## config.mk

```make
export PLATFORM = sky130hd
export DESIGN_NAME = double_tap_detector_core
export DESIGN_NICKNAME = d
export VERILOG_FILES = /design/src/rtl/dtd_pkg.sv /design/src/rtl/double_tap_detector_core.sv
export VERILOG_INCLUDE_DIRS = /design/src /design/src/rtl
export SDC_FILE = /design/constraint.sdc
export NUM_CORES = 1
export LEC_CHECK = 0
export BUFFER_PORTS_ARGS = -buffer_cell sky130_fd_sc_hd__buf_2
export CAP_MARGIN = 20
export CORE_AREA = 2 2 123 125
export CTS_BUF_LIST = sky130_fd_sc_hd__clkbuf_8
export CTS_CLUSTER_DIAMETER = 120
export DETAILED_ROUTE_END_ITERATION = 8
export DIE_AREA = 0 0 125 127
export SYNTH_ARGS = -nofsm -noshare
export SYNTH_HDL_FRONTEND = slang
export SYNTH_SLANG_ARGS = --single-unit
```

## constraint.sdc

```tcl
create_clock -name clk -period 10.5 [get_ports clk]
set_clock_uncertainty 0.05 [all_clocks]
set_input_delay 1.575 -clock clk [delete_from_list [all_inputs] [get_ports clk]]
set_output_delay 1.575 -clock clk [all_outputs]
set_load 0.005 [all_outputs]
```

## src/rtl/assert_macros.svh

```systemverilog
// Assertion helpers. Every check is sampled on the rising clock edge and
// is switched off while the synchronous reset is held.
`ifndef ASSERT_MACROS_SVH
`define ASSERT_MACROS_SVH

// The consequent must hold at the same edge as the antecedent.
`define ASSERT_SAME(label, ante, cons, msg) \
  label: assert property (@(posedge clk) disable iff (!rst_n) (ante) |-> (cons)) \
    else $error(msg);

// The consequent must hold at the edge after the antecedent.
`define ASSERT_NEXT(label, ante, cons, msg) \
  label: assert property (@(posedge clk) disable iff (!rst_n) (ante) |=> (cons)) \
    else $error(msg);

`endif

```

## src/rtl/dtd_pkg.sv

```systemverilog
`default_nettype none
package dtd_pkg;

  localparam int unsigned SampleW  = 8;
  localparam int unsigned LevelW   = 6;
  localparam int unsigned ThrW     = 6;
  localparam int unsigned CountW   = 8;
  localparam int unsigned CfgIdxW  = 2;
  localparam int unsigned CfgDataW = 8;

  localparam logic [ThrW-1:0]   JumpThrRst  = 6'd10;
  localparam logic [CountW-1:0] ArmCntRst   = 8'd45;
  localparam logic [CountW-1:0] ConfCntRst  = 8'd40;
  localparam logic [CountW-1:0] TapCountMax = 8'hFF;

  typedef enum logic [CfgIdxW-1:0] {
    REG_JUMP_THRESHOLD = 2'd0,
    REG_ARM_COUNT      = 2'd1,
    REG_CONFIRM_COUNT  = 2'd2
  } cfg_reg_t;

endpackage
`default_nettype wire

```

## src/rtl/double_tap_detector_core.sv

```systemverilog
// Double tap detector for a stream of accelerometer Z samples.
// Input channel (in_valid/in_ready): one beat carries a signed 8-bit sample
// and a flag that marks the last sample of a read burst. Each beat lands in
// an input register and is evaluated in the following cycle against the
// stored level, countdown and sign, which are updated in that same cycle.
// Result channel (out_valid/out_ready): one beat with the burst's tap count
// is produced for every sample flagged as last; other samples give none.
// A result goes through the input, then the output register. Throughput is
// one sample per cycle while not stalled, set by the single update stage
// of the state loop. The output register frees the input side: samples
// that do not end a burst keep flowing while a result waits. Only a
// burst-ending sample waits in the input register until the pending
// result is taken, which then holds off further input beats.
// Configuration (cfg_valid/cfg_ready): always ready; index 0 is the jump
// threshold, 1 the arm count, 2 the confirm count. Write only while idle.
// Reset (synchronous, active low) restores the register defaults and clears
// the level, countdown, sign, tap count and both valid flags.
`default_nettype none
`include "assert_macros.svh"
module double_tap_detector_core (
  input  wire logic                                 clk,
  input  wire logic                                 rst_n,
  input  wire logic                                 in_valid,
  output logic                                      in_ready,
  input  wire logic signed [dtd_pkg::SampleW-1:0]   in_sample,
  input  wire logic                                 in_last_of_burst,
  output logic                                      out_valid,
  input  wire logic                                 out_ready,
  output logic        [dtd_pkg::CountW-1:0]         out_tap_total,
  input  wire logic                                 cfg_valid,
  output logic                                      cfg_ready,
  input  wire logic   [dtd_pkg::CfgIdxW-1:0]        cfg_index,
  input  wire logic   [dtd_pkg::CfgDataW-1:0]       cfg_data
);

  logic [dtd_pkg::ThrW-1:0]   jump_thr_r;
  logic [dtd_pkg::CountW-1:0] arm_cnt_r;
  logic [dtd_pkg::CountW-1:0] conf_cnt_r;

  logic                                s1_valid_r;
  logic signed [dtd_pkg::SampleW-1:0]  s1_sample_r;
  logic                                s1_last_r;
  logic                                s1_adv;

  logic signed [dtd_pkg::LevelW-1:0]   prev_level_r;
  logic [dtd_pkg::CountW-1:0]          countdown_r, countdown_nxt;
  logic                                first_pos_r, first_pos_nxt;
  logic [dtd_pkg::CountW-1:0]          taps_r, taps_nxt, taps_inc;

  logic                                out_valid_r;
  logic [dtd_pkg::CountW-1:0]          out_tap_r;

  logic signed [dtd_pkg::LevelW-1:0]   level;
  logic signed [dtd_pkg::LevelW+1:0]   diff;
  logic signed [dtd_pkg::LevelW+1:0]   thr_pos;
  logic signed [dtd_pkg::LevelW+1:0]   thr_neg;
  logic                                jump_up;
  logic                                jump_down;

  assign cfg_ready = 1'b1;

  always_ff @(posedge clk) begin
    if (!rst_n) begin
      jump_thr_r <= dtd_pkg::JumpThrRst;
      arm_cnt_r  <= dtd_pkg::ArmCntRst;
      conf_cnt_r <= dtd_pkg::ConfCntRst;
    end else if (cfg_valid) begin
      case (cfg_index)
        dtd_pkg::REG_JUMP_THRESHOLD: jump_thr_r <= cfg_data[dtd_pkg::ThrW-1:0];
        dtd_pkg::REG_ARM_COUNT:      arm_cnt_r  <= cfg_data;
        dtd_pkg::REG_CONFIRM_COUNT:  conf_cnt_r <= cfg_data;
        default: ;
      endcase
    end
  end

  // A burst-ending sample may only leave the input register when the
  // output register is free or being emptied in this cycle.
  assign s1_adv   = s1_valid_r && (!s1_last_r || !out_valid_r || out_ready);
  assign in_ready = !s1_valid_r || s1_adv;

  always_ff @(posedge clk) begin
    if (!rst_n) begin
      s1_valid_r <= 1'b0;
    end else if (in_ready) begin
      s1_valid_r <= in_valid;
    end
  end

  always_ff @(posedge clk) begin
    if (in_valid && in_ready) begin
      s1_sample_r <= in_sample;
      s1_last_r   <= in_last_of_burst;
    end
  end

  always_comb begin
    level     = s1_sample_r[dtd_pkg::SampleW-1:2];
    diff      = {{2{level[dtd_pkg::LevelW-1]}}, level}
              - {{2{prev_level_r[dtd_pkg::LevelW-1]}}, prev_level_r};
    thr_pos   = {2'b00, jump_thr_r};
    thr_neg   = -thr_pos;
    jump_up   = diff > thr_pos;
    jump_down = diff < thr_neg;
  end

  always_comb begin
    countdown_nxt = countdown_r;
    first_pos_nxt = first_pos_r;
    taps_inc      = taps_r;
    if (countdown_r == '0) begin
      if (jump_up || jump_down) begin
        countdown_nxt = arm_cnt_r;
        first_pos_nxt = jump_up;
      end
    end else if (countdown_r > conf_cnt_r) begin
      if ((jump_up && !first_pos_r) || (jump_down && first_pos_r)) begin
        if (taps_r != dtd_pkg::TapCountMax) begin
          taps_inc = taps_r + 1'b1;
        end
        countdown_nxt = conf_cnt_r;
      end else begin
        countdown_nxt = countdown_r - 1'b1;
      end
    end else begin
      countdown_nxt = countdown_r - 1'b1;
    end
    taps_nxt = s1_last_r ? '0 : taps_inc;
  end

  always_ff @(posedge clk) begin
    if (!rst_n) begin
      prev_level_r <= '0;
      countdown_r  <= '0;
      first_pos_r  <= 1'b0;
      taps_r       <= '0;
    end else if (s1_adv) begin
      prev_level_r <= level;
      countdown_r  <= countdown_nxt;
      first_pos_r  <= first_pos_nxt;
      taps_r       <= taps_nxt;
    end
  end

  always_ff @(posedge clk) begin
    if (!rst_n) begin
      out_valid_r <= 1'b0;
    end else if (s1_adv && s1_last_r) begin
      out_valid_r <= 1'b1;
    end else if (out_ready) begin
      out_valid_r <= 1'b0;
    end
  end

  always_ff @(posedge clk) begin
    if (s1_adv && s1_last_r) begin
      out_tap_r <= taps_inc;
    end
  end

  assign out_valid     = out_valid_r;
  assign out_tap_total = out_tap_r;

  `ASSERT_NEXT(a_countdown_falls, s1_adv && countdown_r != '0,
    countdown_r < $past(countdown_r), "armed countdown did not fall")
  `ASSERT_NEXT(a_result_follows_last, s1_adv && s1_last_r,
    out_valid_r, "no result after a burst-ending sample")
  `ASSERT_NEXT(a_taps_cleared, s1_adv && s1_last_r,
    taps_r == '0, "tap count not cleared at burst end")

endmodule
`default_nettype wire
```

## Word-level counts from Yosys, hierarchy flattened

Cells that the tools add are included.

| word-level totals | value |
|---|---|
| output and inout bits | 11 |
| flip-flop bits (word level) | 64 |

| cells by class | value |
|---|---|
| mux-type cells | 11 |
| add/sub/neg operators | 4 |
| equal/unequal tests | 4 |
| order comparisons | 3 |
| reduce and logical (&&, ||, !) cells | 22 |

Operator list:

| operator | number |
|---|---|
| two-way mux 8 bit | 9 |
| adder 8 x 1 -> 8 bit, second input constant | 1 |
| > comparator 8 bit | 1 |
| logical NOT 8 bit | 1 |
| less-than comparator 7 x 8 -> 1 bit | 1 |
| inequality test 8 bit, second input constant | 1 |
| negation 6 -> 8 bit | 1 |
| AND reduction 2 bit | 4 |
| subtractor 8 x 1 -> 8 bit, second input constant | 1 |
| > comparator 7 bit | 1 |
| subtractor 6 x 6 -> 7 bit | 1 |
| logical AND 1 bit | 5 |
| logical OR 1 bit | 5 |
| logical NOT 1 bit | 4 |
| AND reduction 3 bit | 1 |
| equality test 2 x 1 -> 1 bit, second input constant | 1 |
| equality test 2 bit, second input constant | 1 |
| logical NOT 2 bit | 1 |
| two-way mux 1 bit | 2 |
| inequality test 2 x 1 -> 1 bit, second input constant | 1 |
| nonzero test 2 bit | 1 |

## Depth between registers and ports, before layout

Gate-level depths: netlist of run 1.

| depth | value |
|---|---|
| word-level depth | 8 |
| depth in mapped cells | 19 |
| depth with buffers taken out | 17 |

## Worst setup path before layout of run 1

No wires, ideal clock.

| timing | value |
|---|---|
| kind | reg2reg |
| start | register s1_sample_r[2] in the netlist's numbering |
| end | register taps_r[7] in the netlist's numbering |
| buffers on the path | 2 |
| clock period less this slack | 3996 ps |
| required time | 10380 ps |
| slack | 6504 ps |
| arrival time | 3876 ps |
| cell stages (with the launch flop) | 19 |
| cell sequence | edfxtp_1 > inv_1 > ha_1 > inv_1 > fa_1 > a211o_1 > and3_4 > buf_6 > a2bb2oi_1 > inv_1 > ha_1 > a211oi_1 > a21boi_0 > nor4_2 > nand3_2 > and2_4 > buf_6 > or4_1 > a21oi_1 |

| between the ends | value |
|---|---|
| longest elaborated chain between the ends | 8 |

Ends and longest elaborated chain:

| what | RTL line | text |
|---|---|---|
| start: declaration | double_tap_detector_core.sv:41 | `logic signed [dtd_pkg::SampleW-1:0] s1_sample_r;` |
| start signal: assignment | double_tap_detector_core.sv:92 | `s1_sample_r <= in_sample;` |
| subtractor 6 x 6 -> 7 bit (*) | double_tap_detector_core.sv:100 | `- {{2{prev_level_r[dtd_pkg::LevelW-1]}}, prev_level_r};` |
| less-than comparator 7 x 8 -> 1 bit / > comparator 7 bit (equally long branches) | double_tap_detector_core.sv:104, double_tap_detector_core.sv:103 |  |
| logical AND 1 bit | double_tap_detector_core.sv:117 | `if ((jump_up && !first_pos_r) \|\| (jump_down && first_pos_r)) begin` |
| logical OR 1 bit (*) | double_tap_detector_core.sv:117 |  |
| two-way mux 8 bit (*) | double_tap_detector_core.sv:117 |  |
| two-way mux 8 bit (*) | double_tap_detector_core.sv:116 | `end else if (countdown_r > conf_cnt_r) begin` |
| two-way mux 8 bit (*) | double_tap_detector_core.sv:111 | `if (countdown_r == '0) begin` |
| two-way mux 8 bit (*) | double_tap_detector_core.sv:128 | `taps_nxt = s1_last_r ? '0 : taps_inc;` |
| end signal: assignment | double_tap_detector_core.sv:141 | `taps_r <= taps_nxt;` |
| end: declaration | double_tap_detector_core.sv:48 | `logic [dtd_pkg::CountW-1:0] taps_r, taps_nxt, taps_inc;` |

Mark *: on every way between the ends. The rest lies on a longest branch, timed or not.
A chain may end at the register's enable or synchronous reset.

## Worst setup path after layout of run 1

| timing | value |
|---|---|
| start | register s1_sample_r[2] in the netlist's numbering |
| end | register countdown_r[0] in the netlist's numbering |

| between the ends | value |
|---|---|
| longest elaborated chain between the ends | 7 |

Ends and longest elaborated chain:

| what | RTL line | text |
|---|---|---|
| subtractor 6 x 6 -> 7 bit (*) | double_tap_detector_core.sv:100 |  |
| less-than comparator 7 x 8 -> 1 bit / > comparator 7 bit (equally long branches) | double_tap_detector_core.sv:104, double_tap_detector_core.sv:103 |  |
| logical AND 1 bit | double_tap_detector_core.sv:117 |  |
| logical OR 1 bit | double_tap_detector_core.sv:117 |  |
| two-way mux 8 bit | double_tap_detector_core.sv:117 |  |
| two-way mux 8 bit | double_tap_detector_core.sv:116 |  |
| two-way mux 8 bit | double_tap_detector_core.sv:111 |  |
| end signal: assignment | double_tap_detector_core.sv:139 | `countdown_r <= countdown_nxt;` |
| end: declaration | double_tap_detector_core.sv:46 | `logic [dtd_pkg::CountW-1:0] countdown_r, countdown_nxt;` |

Marked as above.

==> results of run 1 <==
==> path summary, 6_finish.rpt <==
path                    from              end  slack (ps)  cells past startpoint
max           s1_sample_r[2]   countdown_r[0]        6160                     16
min reg2reg  prev_level_r[5]  prev_level_r[5]         410                      2
max reg2reg   s1_sample_r[2]   countdown_r[0]        6160                     16
min          prev_level_r[5]  prev_level_r[5]         410                      2
==> Yosys cell counts (2+ instances only) <==
| cell | number | share of area |
|---|---|---|
| dfxtp_1 | 47 | 0.25 |
| nand2_1 | 40 | 0.040 |
| inv_1 | 31 | 0.031 |
| ha_1 | 29 | 0.098 |
| nor2_1 | 26 | 0.026 |
| a21oi_1 | 25 | 0.034 |
| mux2i_1 | 18 | 0.049 |
| nand3_1 | 17 | 0.023 |
| edfxtp_1 | 15 | 0.12 |
| o21ai_0 | 15 | 0.020 |
| a31oi_1 | 13 | 0.022 |
| xnor2_1 | 13 | 0.031 |
| clkbuf_1 | 11 | 0.011 |
| nor2b_1 | 9 | 0.015 |
| o211ai_1 | 9 | 0.018 |
| nor3_1 | 7 | 0.0094 |
| a211oi_1 | 5 | 0.010 |
| xor2_1 | 5 | 0.012 |
| a21o_1 | 4 | 0.0081 |
| and2_1 | 4 | 0.0067 |
| nand3b_1 | 4 | 0.0081 |
| and3_1 | 3 | 0.0051 |
| buf_1 | 3 | 0.0030 |
| nor3b_1 | 3 | 0.0061 |
| o21bai_1 | 3 | 0.0061 |
| a211o_1 | 2 | 0.0047 |
| a2bb2oi_1 | 2 | 0.0047 |
| a41oi_1 | 2 | 0.0047 |
| buf_6 | 2 | 0.0061 |
| nand2b_1 | 2 | 0.0034 |
| nor4_1 | 2 | 0.0034 |
| or2_2 | 2 | 0.0034 |
| or3_1 | 2 | 0.0034 |
==> metrics by stage <==
step / setup WS [ps] / std cells
final: 6160 / 626
after global routing: 5650 / 626
after CTS: 6130 / 626
after detailed placement: 6170 / 610
after global placement: 6260 / 610
after floorplan: 6500 / 411
==> kinds of logic (layout without fill, tap and decap cells) <==
group	count (synthesis)	count (layout)
AND/OR/NAND/NOR	136	136
AO/OA/AOI/OAI	96	96
flip-flops	62	62
buffers and inverters	49	80
adder cells (fa/ha/maj)	30	30
multiplexers	19	19
XOR/XNOR	18	18
other	1	1
==> cell type report <==
| cell class | count | area share |
|---|---|---|
| Inverter | 32 | 0.0284 |
| Multi-Input combinational cell | 300 | 0.501 |
| Clock buffer | 9 | 0.0293 |
| Clock inverter | 7 | 0.0189 |
| Sequential cell | 62 | 0.329 |
| Timing Repair Buffer | 32 | 0.0385 |
| Tap cell | 184 | 0.0545 |
==> registers in the layout, summed over array words and instances (netlist names) <==
name           count
taps_r             8
conf_cnt_r         8
out_valid          1
s1_valid_r         1
first_pos_r        1
prev_level_r       6
jump_thr_r         6
countdown_r        8
arm_cnt_r          8
s1_last_r          1
out_tap_total      8
s1_sample_r        6
==> per-layer routing <==
layer | part of all wire | GRT usage | wire length (um)
met5 | 0 | 0 | 0
met4 | 0.021 | 0.0536 | 172
met3 | 0.033 | 0.0239 | 277
met2 | 0.47 | 0.181 | 3900
met1 | 0.48 | 0.136 | 4000
==> report_power, final <==
| group | switching, uW | total (uW) | internal, uW | leakage, uW |
|---|---|---|---|---|
| clock | 95.9 | 226 | 130 | 0.000107 |
| combinational | 95.2 | 164 | 69.2 | 0.00111 |
| sequential | 12.4 | 268 | 256 | 0.000529 |
| total | 203 | 659 | 455 | 0.00175 |
==> critical path, cell delays in order (launching register included) <==
cell	delay [ps]
edfxtp_1	380
inv_1	70
ha_1	130
inv_1	50
fa_1	400
a211o_1	370
and3_4	210
a2bb2oi_1	160
inv_1	90
ha_1	250
a211oi_1	210
a21boi_0	140
nor4_2	460
a21oi_1	140
a21oi_1	770
o21bai_1	120
a211oi_1	230
==> summary.txt, run 1 <==
Critical path
  • Setup CP Type: flip-flop to flip-flop
  • Signal arrival time at the worst endpoint: 4560 ps
  • Startpoint types: flip-flop
  • Highest net fanout along the worst path: 13
  • CP endpoint kind: flip-flop
  • Data required time of the worst path: 10,720 ps

Floorplanning
  • Standard cell core area: 14,400 um2
  • Overall die area: about 16,000 um2
  • # rows: 44
  • Height of the chip: around 130 um
  • Starting density of the core: 0.257
  • Num ports: 35
  • Die Span X: 125 um

STA
  • Headroom to the max-slew limit: 0.379
  • Number of hold violations in the final report: 0
  • Setup repair after global routing missed its margin: false
  • Number of failing setup endpoints in the final timing report: 0
  • Actual slew at the worst max-slew pin: 932 ps
  • Total Negative Setup Slacks: 0 ps
  • Final slew viol count: 0
  • Tightest hold margin: 406 ps
  • Highest achievable clock rate: 230 MHz
  • Final worst path period need: roughly 4300 ps
  • Share of the clock period used by the worst path after layout: 0.413

Place
  • DP HPWL: a little over 6 mm
  • Number of buffers inserted by port buffering: 31
  • Placed inst area: 4020 um2
  • RePlAce Congestion: 0.851

Synthesis
  • Synth warn: 0
  • Number of synthesized flops with an enable pin: 15
  • Unique masters post-synth: 69
  • Net count after synthesis: approximately 470
  • Sequential cell area fraction in the yosys report: 0.375
  • Synthesized area per cell: 9.03 um2
  • Ys flop type: dfxtp_1
  • Post-synthesis simple-gate area fraction: 0.198
  • Proportion of synthesized flip-flops having asynchronous set or reset: 0
  • Fraction of synthesized cell area in xor and xnor cells: 0.0425
  • Number of instances in the synthesized netlist: between 400 and 500
  • Post-synthesis cell area: 3710 um2
  • Register bit total from synthesis: 62
  • Post-synthesis adder-cell area fraction: 0.103
  • Share of cell area taken by muxes after synthesis: 0.0516
  • Complex-gate fraction of the synthesized area: 0.174
  • Largest family of logic cells by synthesized area: simple AND/OR/NAND/NOR gates

Pwr
  • Power density over the cells: between 150 and 200 nW/um2
  • Worst-case vdd ir drop: 0.0529 mV
  • Leak: about 0.0017 uW
  • Total Power: roughly 660 uW

Drt
  • Antenna-violating nets left: 0
  • Drt via density: between 4 and 5
  • Number of remaining DRC errors: 0
  • Drt total wl: 8.35 mm
  • WL per Instance: 13.3 um
  • DRC marker count from the first detailed-route iteration: around 110
  • DRT Pass-1 Iters: 4
  • Detailed-route via count: 2,968

Clock network
  • Root cell of the clock tree: clkbuf_8
  • CTS tree: done
  • H-Tree Depth: 3
  • Total clock buffers created by CTS: 9
  • CTS clock-pin slew for the worst setup and hold paths: 70 ps
  • Number of hold buffers added after CTS: 0
  • Setup bufs post-CTS: 0
  • Buffers from clock root to sink, at most: 2
  • Post_cts resized: 0
  • Clock sinks: 62
  • Later-pin clock latency in the skew report: 350 ps

Cells and area
  • Utilization after layout: 0.293
  • Commonest non-fill, non-tap cells in the layout: dfxtp_1, nand2_1, inv_1, buf_2, ha_1
  • Final antenna diode count: 0
  • # fillers: between 1,500 and 2,000
  • Leading cell type in the layout, fill and taps excluded: dfxtp_1
  • Area occupied by registers: about 1400 um2
  • Number of nets in the final layout: 491
  • Layout Area Growth over Synthesis: 13.9%
  • Final Cell Area: 4230 um2
  • Multi-input logic area: approximately 2100 um2
  • Fraction of final layout cells sized beyond drive strength 1: 0.140

Global routing
  • Via count of the first global-routing pass: around 2,900
  • Total routing resource utilization after global routing: 0.110
  • Total grt overflow: 0
  • Number of antenna violations at the first check in global routing: 0
  • Pin count of the biggest net entering global routing: 29
  • First-pass GRT wire length: 14.1 mm

Hold path
  • Path class of the lowest-slack min-delay path: flip-flop to flip-flop

Job
  • Count of maximum capacitance violations: 0

Status
  • Status: finished clean
Power figures use the tool's default switching activity.
==> run 2: changes to the inputs <==
--- a/config.mk
+++ b/config.mk
@@ -6,6 +6,7 @@
 export SDC_FILE = /design/constraint.sdc
 export NUM_CORES = 1
 export LEC_CHECK = 0
+export ABC_AREA = 1
 export BUFFER_PORTS_ARGS = -buffer_cell sky130_fd_sc_hd__buf_2
 export CAP_MARGIN = 20
 export CORE_AREA = 2 2 123 125
==> constraint.sdc (replaced) <==
create_clock -name clk -period 4.2 [get_ports clk]
set_clock_uncertainty 0.05 [all_clocks]
set_input_delay 0.63 -clock clk [delete_from_list [all_inputs] [get_ports clk]]
set_output_delay 0.63 -clock clk [all_outputs]
set_load 0.005 [all_outputs]
==> summary.txt, run 2 <==
Clock network
  • Buffers from clock root to sink, at most: 2
  • Later-pin clock latency in the skew report: about 350 ps
  • Clock sinks: 62
  • Number of hold buffers added after CTS: 0
  • CTS clock-pin slew for the worst setup and hold paths: 70 ps
  • Total clock buffers created by CTS: 9
  • Post_cts resized: 0
  • Setup bufs post-CTS: 0
  • H-Tree Depth: 3
  • CTS tree: done
  • Root cell of the clock tree: clkbuf_8

Synthesis
  • Synth area leaders: dfxtp_1, edfxtp_1, nand2_1
  • Ys flop type: dfxtp_1
  • Unique masters post-synth: 39
  • Synth warn: 0
  • Synthesized area per cell: 7.68 um2
  • Synth top cells by count: nand2_1, inv_1, dfxtp_1
  • Post-synthesis cell area: 3710 um2
  • Post-synthesis cell type with the largest combined area: dfxtp_1
  • Register bit total from synthesis: 62
  • Number of instances in the synthesized netlist: 484
  • Sequential cell area fraction in the yosys report: 0.375
  • Net count after synthesis: 538
  • Cell with the most instances after synthesis: nand2_1
  • Area share of the largest cell type after synthesis: 0.253
  • Number of synthesized flops with an enable pin: 15
  • Proportion of synthesized flip-flops having asynchronous set or reset: 0

Cells and area
  • Non-filler instance count after layout: 709
  • Final antenna diode count: 0
  • Fraction of final layout cells sized beyond drive strength 1: 0.160
  • Final Cell Area: 4230 um2
  • Commonest non-fill, non-tap cells in the layout: nand2_1, inv_1, dfxtp_1, a21oi_1, buf_2
  • # fillers: 1,620
  • Leading cell type in the layout, fill and taps excluded: nand2_1
  • Layout Area Growth over Synthesis: 13.9%
  • Number of nets in the final layout: 574

STA
  • Headroom to the max-slew limit: 0.584
  • Total Negative Setup Slacks: 0 ps
  • Final slew viol count: 0
  • Highest achievable clock rate: approximately 300 MHz
  • Number of failing setup endpoints in the final timing report: 0
  • Final worst path period need: 3320 ps
  • Setup repair after global routing missed its margin: false
  • Share of the clock period used by the worst path after layout: 0.791
  • Actual slew at the worst max-slew pin: 620 ps
  • Number of hold violations in the final report: 0

Drt
  • WL per Instance: approximately 11 um
  • Met1 Wirelength: 4.08 mm
  • Number of remaining DRC errors: 0
  • Detailed-routed wire length on met3: 437 um
  • DRC marker count from the first detailed-route iteration: about 190
  • Antenna-violating nets left: 0
  • Detailed-route via count: 3,098
  • Drt via density: 4.37
  • DRT Pass-1 Iters: 4
  • Drt total wl: 8.00 mm
  • Max layer used: met4
  • Met2 Routed Length: approximately 3.4 mm

Floorplanning
  • Standard cell core area: 14,400 um2
  • Num ports: 35
  • Die Span X: between 100 and 150 um
  • # rows: 44
  • Height of the chip: 127 um
  • Starting density of the core: 0.258
  • Overall die area: 15,900 um2

Job
  • Count of maximum capacitance violations: 0

Critical path
  • Logic depth of the worst register-to-register path: 20
  • Highest net fanout along the worst path: 9
  • CP endpoint kind: flip-flop
  • Worst-case register-to-register setup slack: 880 ps
  • Setup CP Type: flip-flop to flip-flop
  • Data required time of the worst path: 4400 ps
  • Signal arrival time at the worst endpoint: 3520 ps
  • Startpoint types: flip-flop

Global routing
  • Pin count of the biggest net entering global routing: 36
  • Total routing resource utilization after global routing: 0.109
  • Number of antenna violations at the first check in global routing: 0
  • Via count of the first global-routing pass: just under 3,000
  • Total grt overflow: 0
  • First-pass GRT wire length: 14.1 mm

Hold path
  • Instance count along the most critical hold path: 1
  • Path class of the lowest-slack min-delay path: primary input to flip-flop

Place
  • Cell count after placement: 693
  • DP HPWL: 5.97 mm
  • RePlAce Congestion: 0.758
  • Number of buffers inserted by port buffering: 31
  • Placed inst area: 4060 um2

Pwr
  • Total Power: 1580 uW
  • Leak: 0.00191 uW
  • Power density over the cells: 373 nW/um2
  • Worst-case vdd ir drop: between 0.15 and 0.2 mV

Status
  • Status: finished clean
==> run 2: cell count changes after synthesis, sizes merged, moves of 5 or more <==
| cell | change |
|---|---|
| nor2 | +9 |
| o21ai | +12 |
| clkbuf | -5 |
| nor2b | -9 |
| a31oi | -12 |
| mux2i | -18 |
| a211oi | -5 |
| nand4 | +6 |
| nand3 | +20 |
| a21oi | +22 |
| xnor2 | -11 |
| nand2 | +74 |
| inv | +42 |
==> run 2: worst paths after layout <==
check	start	to
setup reg to reg	s1_sample_r[4]	countdown_r[2]
setup / recovery	s1_sample_r[4]	countdown_r[2]
hold reg to reg	prev_level_r[4]	prev_level_r[4]
hold / removal	in_sample[4]	s1_sample_r[4]
==> run 2: metrics by stage <==
step,util,setup WS (ps),hold slack [ps]
2_1_floorplan,-,1290,379
3_3_place_gp,0.282,896,394
3_5_place_dp,0.282,859,407
4_1_cts,0.293,834,387
5_1_grt,0.293,584,386
6_report,0.293,879,407
==> run 2: where the power goes <==
| part | leakage (uW) | internal, uW | switching [uW] |
|---|---|---|---|
| clock | 0.0000862 | 209 | 243 |
| combinational | 0.00129 | 167 | 286 |
| sequential | 0.000535 | 647 | 27.1 |
| total | 0.00191 | 1020 | 556 |
==> run 2: kinds of logic (layout without fill, tap and decap cells) <==
logic type | after synthesis | after routing | share of synthesized area
simple gates | 205 | 205 | 0.265
xor+xnor | 11 | 11 | 0.0259
flops | 62 | 62 | 0.375
compound gates | 90 | 90 | 0.137
buf+inv | 85 | 126 | 0.0933
other cells | 1 | 1 | 0.00101
fa+ha+maj | 30 | 30 | 0.103
==> run 2: critical path: stages, from the launching register on <==
cell	delay (ps)
edfxtp_1	390
ha_1	380
a21oi_1	190
nand2_1	70
nand2_1	80
nand2_1	50
a21oi_1	140
xor2_1	250
ha_1	280
inv_1	140
nor2_8	60
a21oi_1	170
nand2_2	80
nand2_2	100
nand3_2	100
o21ai_4	320
inv_4	110
nor2_2	90
nor2_1	40
nand2_1	100
inv_1	40
==> run 2: final cells by class <==
| cell class | count | area [um2] | share of cell area |
|---|---|---|---|
| Clock buffer | 9 | 124 | 0.0293 |
| Sequential cell | 62 | 1390 | 0.329 |
| Clock inverter | 7 | 42.5 | 0.0101 |
| Tap cell | 184 | 230 | 0.0544 |
| Timing Repair Buffer | 34 | 178 | 0.0420 |
| Inverter | 76 | 288 | 0.0680 |
| Multi-Input combinational cell | 337 | 1980 | 0.467 |
==> run 2: layer usage <==
| layer | up-vias | GRT usage |
|---|---|---|
| met2 | 62 | 0.164 |
| met4 | 0 | 0.0373 |
| met1 | 1368 | 0.150 |
| met5 | - | 0 |
| met3 | 6 | 0.0331 |
| li1 | 1662 | - |
==> run 3: changes to the inputs <==
==> constraint.sdc (replaced) <==
create_clock -name clk -period 3.4 [get_ports clk]
set_clock_uncertainty 0.05 [all_clocks]
set_input_delay 0.51 -clock clk [delete_from_list [all_inputs] [get_ports clk]]
set_output_delay 0.51 -clock clk [all_outputs]
set_load 0.005 [all_outputs]
==> summary.txt, run 3 (synthesis results as in run 2) <==
Critical path
  • Crit path buf inv count: 3
  • Reg-to-reg critical path endpoint: countdown_r[2]
  • Slowest stage cell, crit path: edfxtp_1
  • Launch instance of the worst register-to-register path: s1_sample_r[3]
  • Most numerous cell on the critical path: nand2_1
  • Critical Path End: countdown_r[2]
  • Category of cells accounting for the largest share of critical-path delay: simple AND/OR/NAND/NOR gates
  • Number of cells on the critical path: 20
  • Setup CP Type: flip-flop to flip-flop
  • CP endpoint kind: flip-flop
  • Cells traversed along the worst timing path: ha_1 -> nand3_1 -> nand2_1 -> nand2_1 -> nand2_1 -> a21oi_1 -> xor2_1 -> ha_1 -> inv_2 -> nor2_8 -> a21oi_2 -> nand2_2 -> nand2_2 -> nand3_2 -> o21ai_4 -> inv_4 -> nor2_2 -> nor2_1 -> nand2_1 -> inv_1
  • Signal arrival time at the worst endpoint: between 3000 and 4000 ps
  • Data required time of the worst path: 3600 ps
  • Startpoint types: flip-flop
  • Worst-case register-to-register setup slack: 310 ps
  • Critical Path Max Stage Delay: 450 ps
  • Highest net fanout along the worst path: 8
  • Logic depth of the worst register-to-register path: 20
  • Crit path launch: s1_sample_r[3]

Status
  • Status: finished clean

Drt
  • DRC marker count from the first detailed-route iteration: 186
  • Antenna-violating nets left: 0
  • Drt via density: roughly 4.4
  • Drt total wl: just over 8 mm
  • WL per Instance: about 11 um
  • Number of remaining DRC errors: 0
  • Detailed-route via count: 3,114
  • DRT Pass-1 Iters: 4

STA
  • Number of failing setup endpoints in the final timing report: 0
  • Total Negative Setup Slacks: 0 ps
  • Tightest hold margin: around 280 ps
  • Share of the clock period used by the worst path after layout: 0.908
  • Highest achievable clock rate: 324 MHz
  • Headroom to the max-slew limit: 0.579
  • Setup repair after global routing missed its margin: false
  • Actual slew at the worst max-slew pin: 631 ps
  • Setup WS post-layout: 313 ps
  • Number of hold violations in the final report: 0
  • Final worst path period need: between 3000 and 4000 ps
  • Final slew viol count: 0

Clock network
  • Number of hold buffers added after CTS: 0
  • H-Tree Depth: 3
  • Later-pin clock latency in the skew report: 350 ps
  • CTS clock-pin slew for the worst setup and hold paths: around 70 ps
  • Total clock buffers created by CTS: 9
  • CTS tree: done
  • Buffers from clock root to sink, at most: 2
  • Clock sinks: 62
  • Root cell of the clock tree: clkbuf_8

Global routing
  • Total routing resource utilization after global routing: 0.110
  • First-pass GRT wire length: 14.1 mm
  • Number of antenna violations at the first check in global routing: 0
  • Pin count of the biggest net entering global routing: 35
  • Via count of the first global-routing pass: between 3,000 and 4,000
  • Total grt overflow: 0

Hold path
  • Instance count along the most critical hold path: 1
  • Path class of the lowest-slack min-delay path: primary input to flip-flop

Floorplanning
  • # rows: 44
  • Starting density of the core: 0.258
  • Overall die area: between 15,000 and 20,000 um2
  • Height of the chip: 127 um
  • Standard cell core area: 14,400 um2
  • Die Span X: about 130 um
  • Num ports: 35

Place
  • RePlAce Congestion: between 0.7 and 0.8
  • DP HPWL: 6.11 mm
  • Worst setup slack after placement: roughly 120 ps
  • Placed inst area: roughly 4100 um2
  • Number of buffers inserted by port buffering: 31

Pwr
  • Worst-case vdd ir drop: 0.250 mV
  • Power density over the cells: slightly below 500 nW/um2
  • Leak: 0.00196 uW

Cells and area
  • Fraction of final layout cells sized beyond drive strength 1: 0.174
  • Commonest non-fill, non-tap cells in the layout: nand2_1, inv_1, dfxtp_1, a21oi_1, buf_2
  • # fillers: ~1,600
  • Utilization after layout: 0.300
  • Final Cell Area: 4320 um2
  • Final antenna diode count: 0
  • Leading cell type in the layout, fill and taps excluded: nand2_1
  • Number of nets in the final layout: 578
  • Layout Area Growth over Synthesis: 16.3%

Job
  • Count of maximum capacitance violations: 0
## run 3: cell types whose count changed in the layout (fill, tap and decap cells not counted), sizes merged
cell / before / now
buf: 34 / 38
inv: 75 / 77
clkinv: 6 / 4
clkinvlp: 2 / 0
bufinv: 0 / 2
## run 3: routing by layer
layer | up-vias | part of all wire | track usage
met5 | - | 0 | 0
met4 | 0 | 0.014 | 0.0392
met3 | 11 | 0.045 | 0.0310
met2 | 60 | 0.41 | 0.167
met1 | 1371 | 0.53 | 0.150
li1 | 1672 | - | -
## run 3: worst register-to-register path, stage by stage (launching register included)
cell and delay [ps]:
edfxtp_1 450, ha_1 320, nand3_1 100, nand2_1 60
nand2_1 80, nand2_1 50, a21oi_1 150, xor2_1 240
ha_1 280, inv_2 100, nor2_8 50, a21oi_2 140
nand2_2 70, nand2_2 100, nand3_2 100, o21ai_4 290
inv_4 110, nor2_2 90, nor2_1 40, nand2_1 90
inv_1 40
## run 3: repair_timing
action,CTS,global route
endpoints found under the setup margin,0,23
resized for setup,0,7
buffers inserted,0,1
## run 3: final cells by class
type / count / area [um2] / area share
multi-input combinational: 337 / 2000 / 0.463
sequential: 62 / 1390 / 0.322
inverter: 76 / 288 / 0.0666
tap: 184 / 230 / 0.0533
timing repair buffer: 38 / 208 / 0.0481
clock buffer: 9 / 124 / 0.0287
clock inverter: 7 / 81.3 / 0.0188
## run 3: power breakdown
part	internal, uW	switching (uW)	total [uW]
registers	799	33.7	833
logic	221	356	577
clock network	402	292	694
## run 3: worst min-delay path by stage
stage | from | endpoint | slack [ps]
2_1_floorplan | arm_cnt_r[3] | arm_cnt_r[3] | 380
3_3_place_gp | arm_cnt_r[2] | arm_cnt_r[2] | 390
3_5_place_dp | arm_cnt_r[2] | arm_cnt_r[2] | 400
4_1_cts | in_sample[4] | s1_sample_r[4] | 270
5_1_grt | in_sample[2] | s1_sample_r[2] | 260
6_report | in_sample[5] | s1_sample_r[5] | 280
## run 3: per-stage QoR
stage | power [uW] | cells
2_1_floorplan | 1290 | 484
3_3_place_gp | 1410 | 696
3_5_place_dp | 1410 | 696
4_1_cts | 2110 | 712
5_1_grt | 2250 | 713
6_report | 2100 | 713
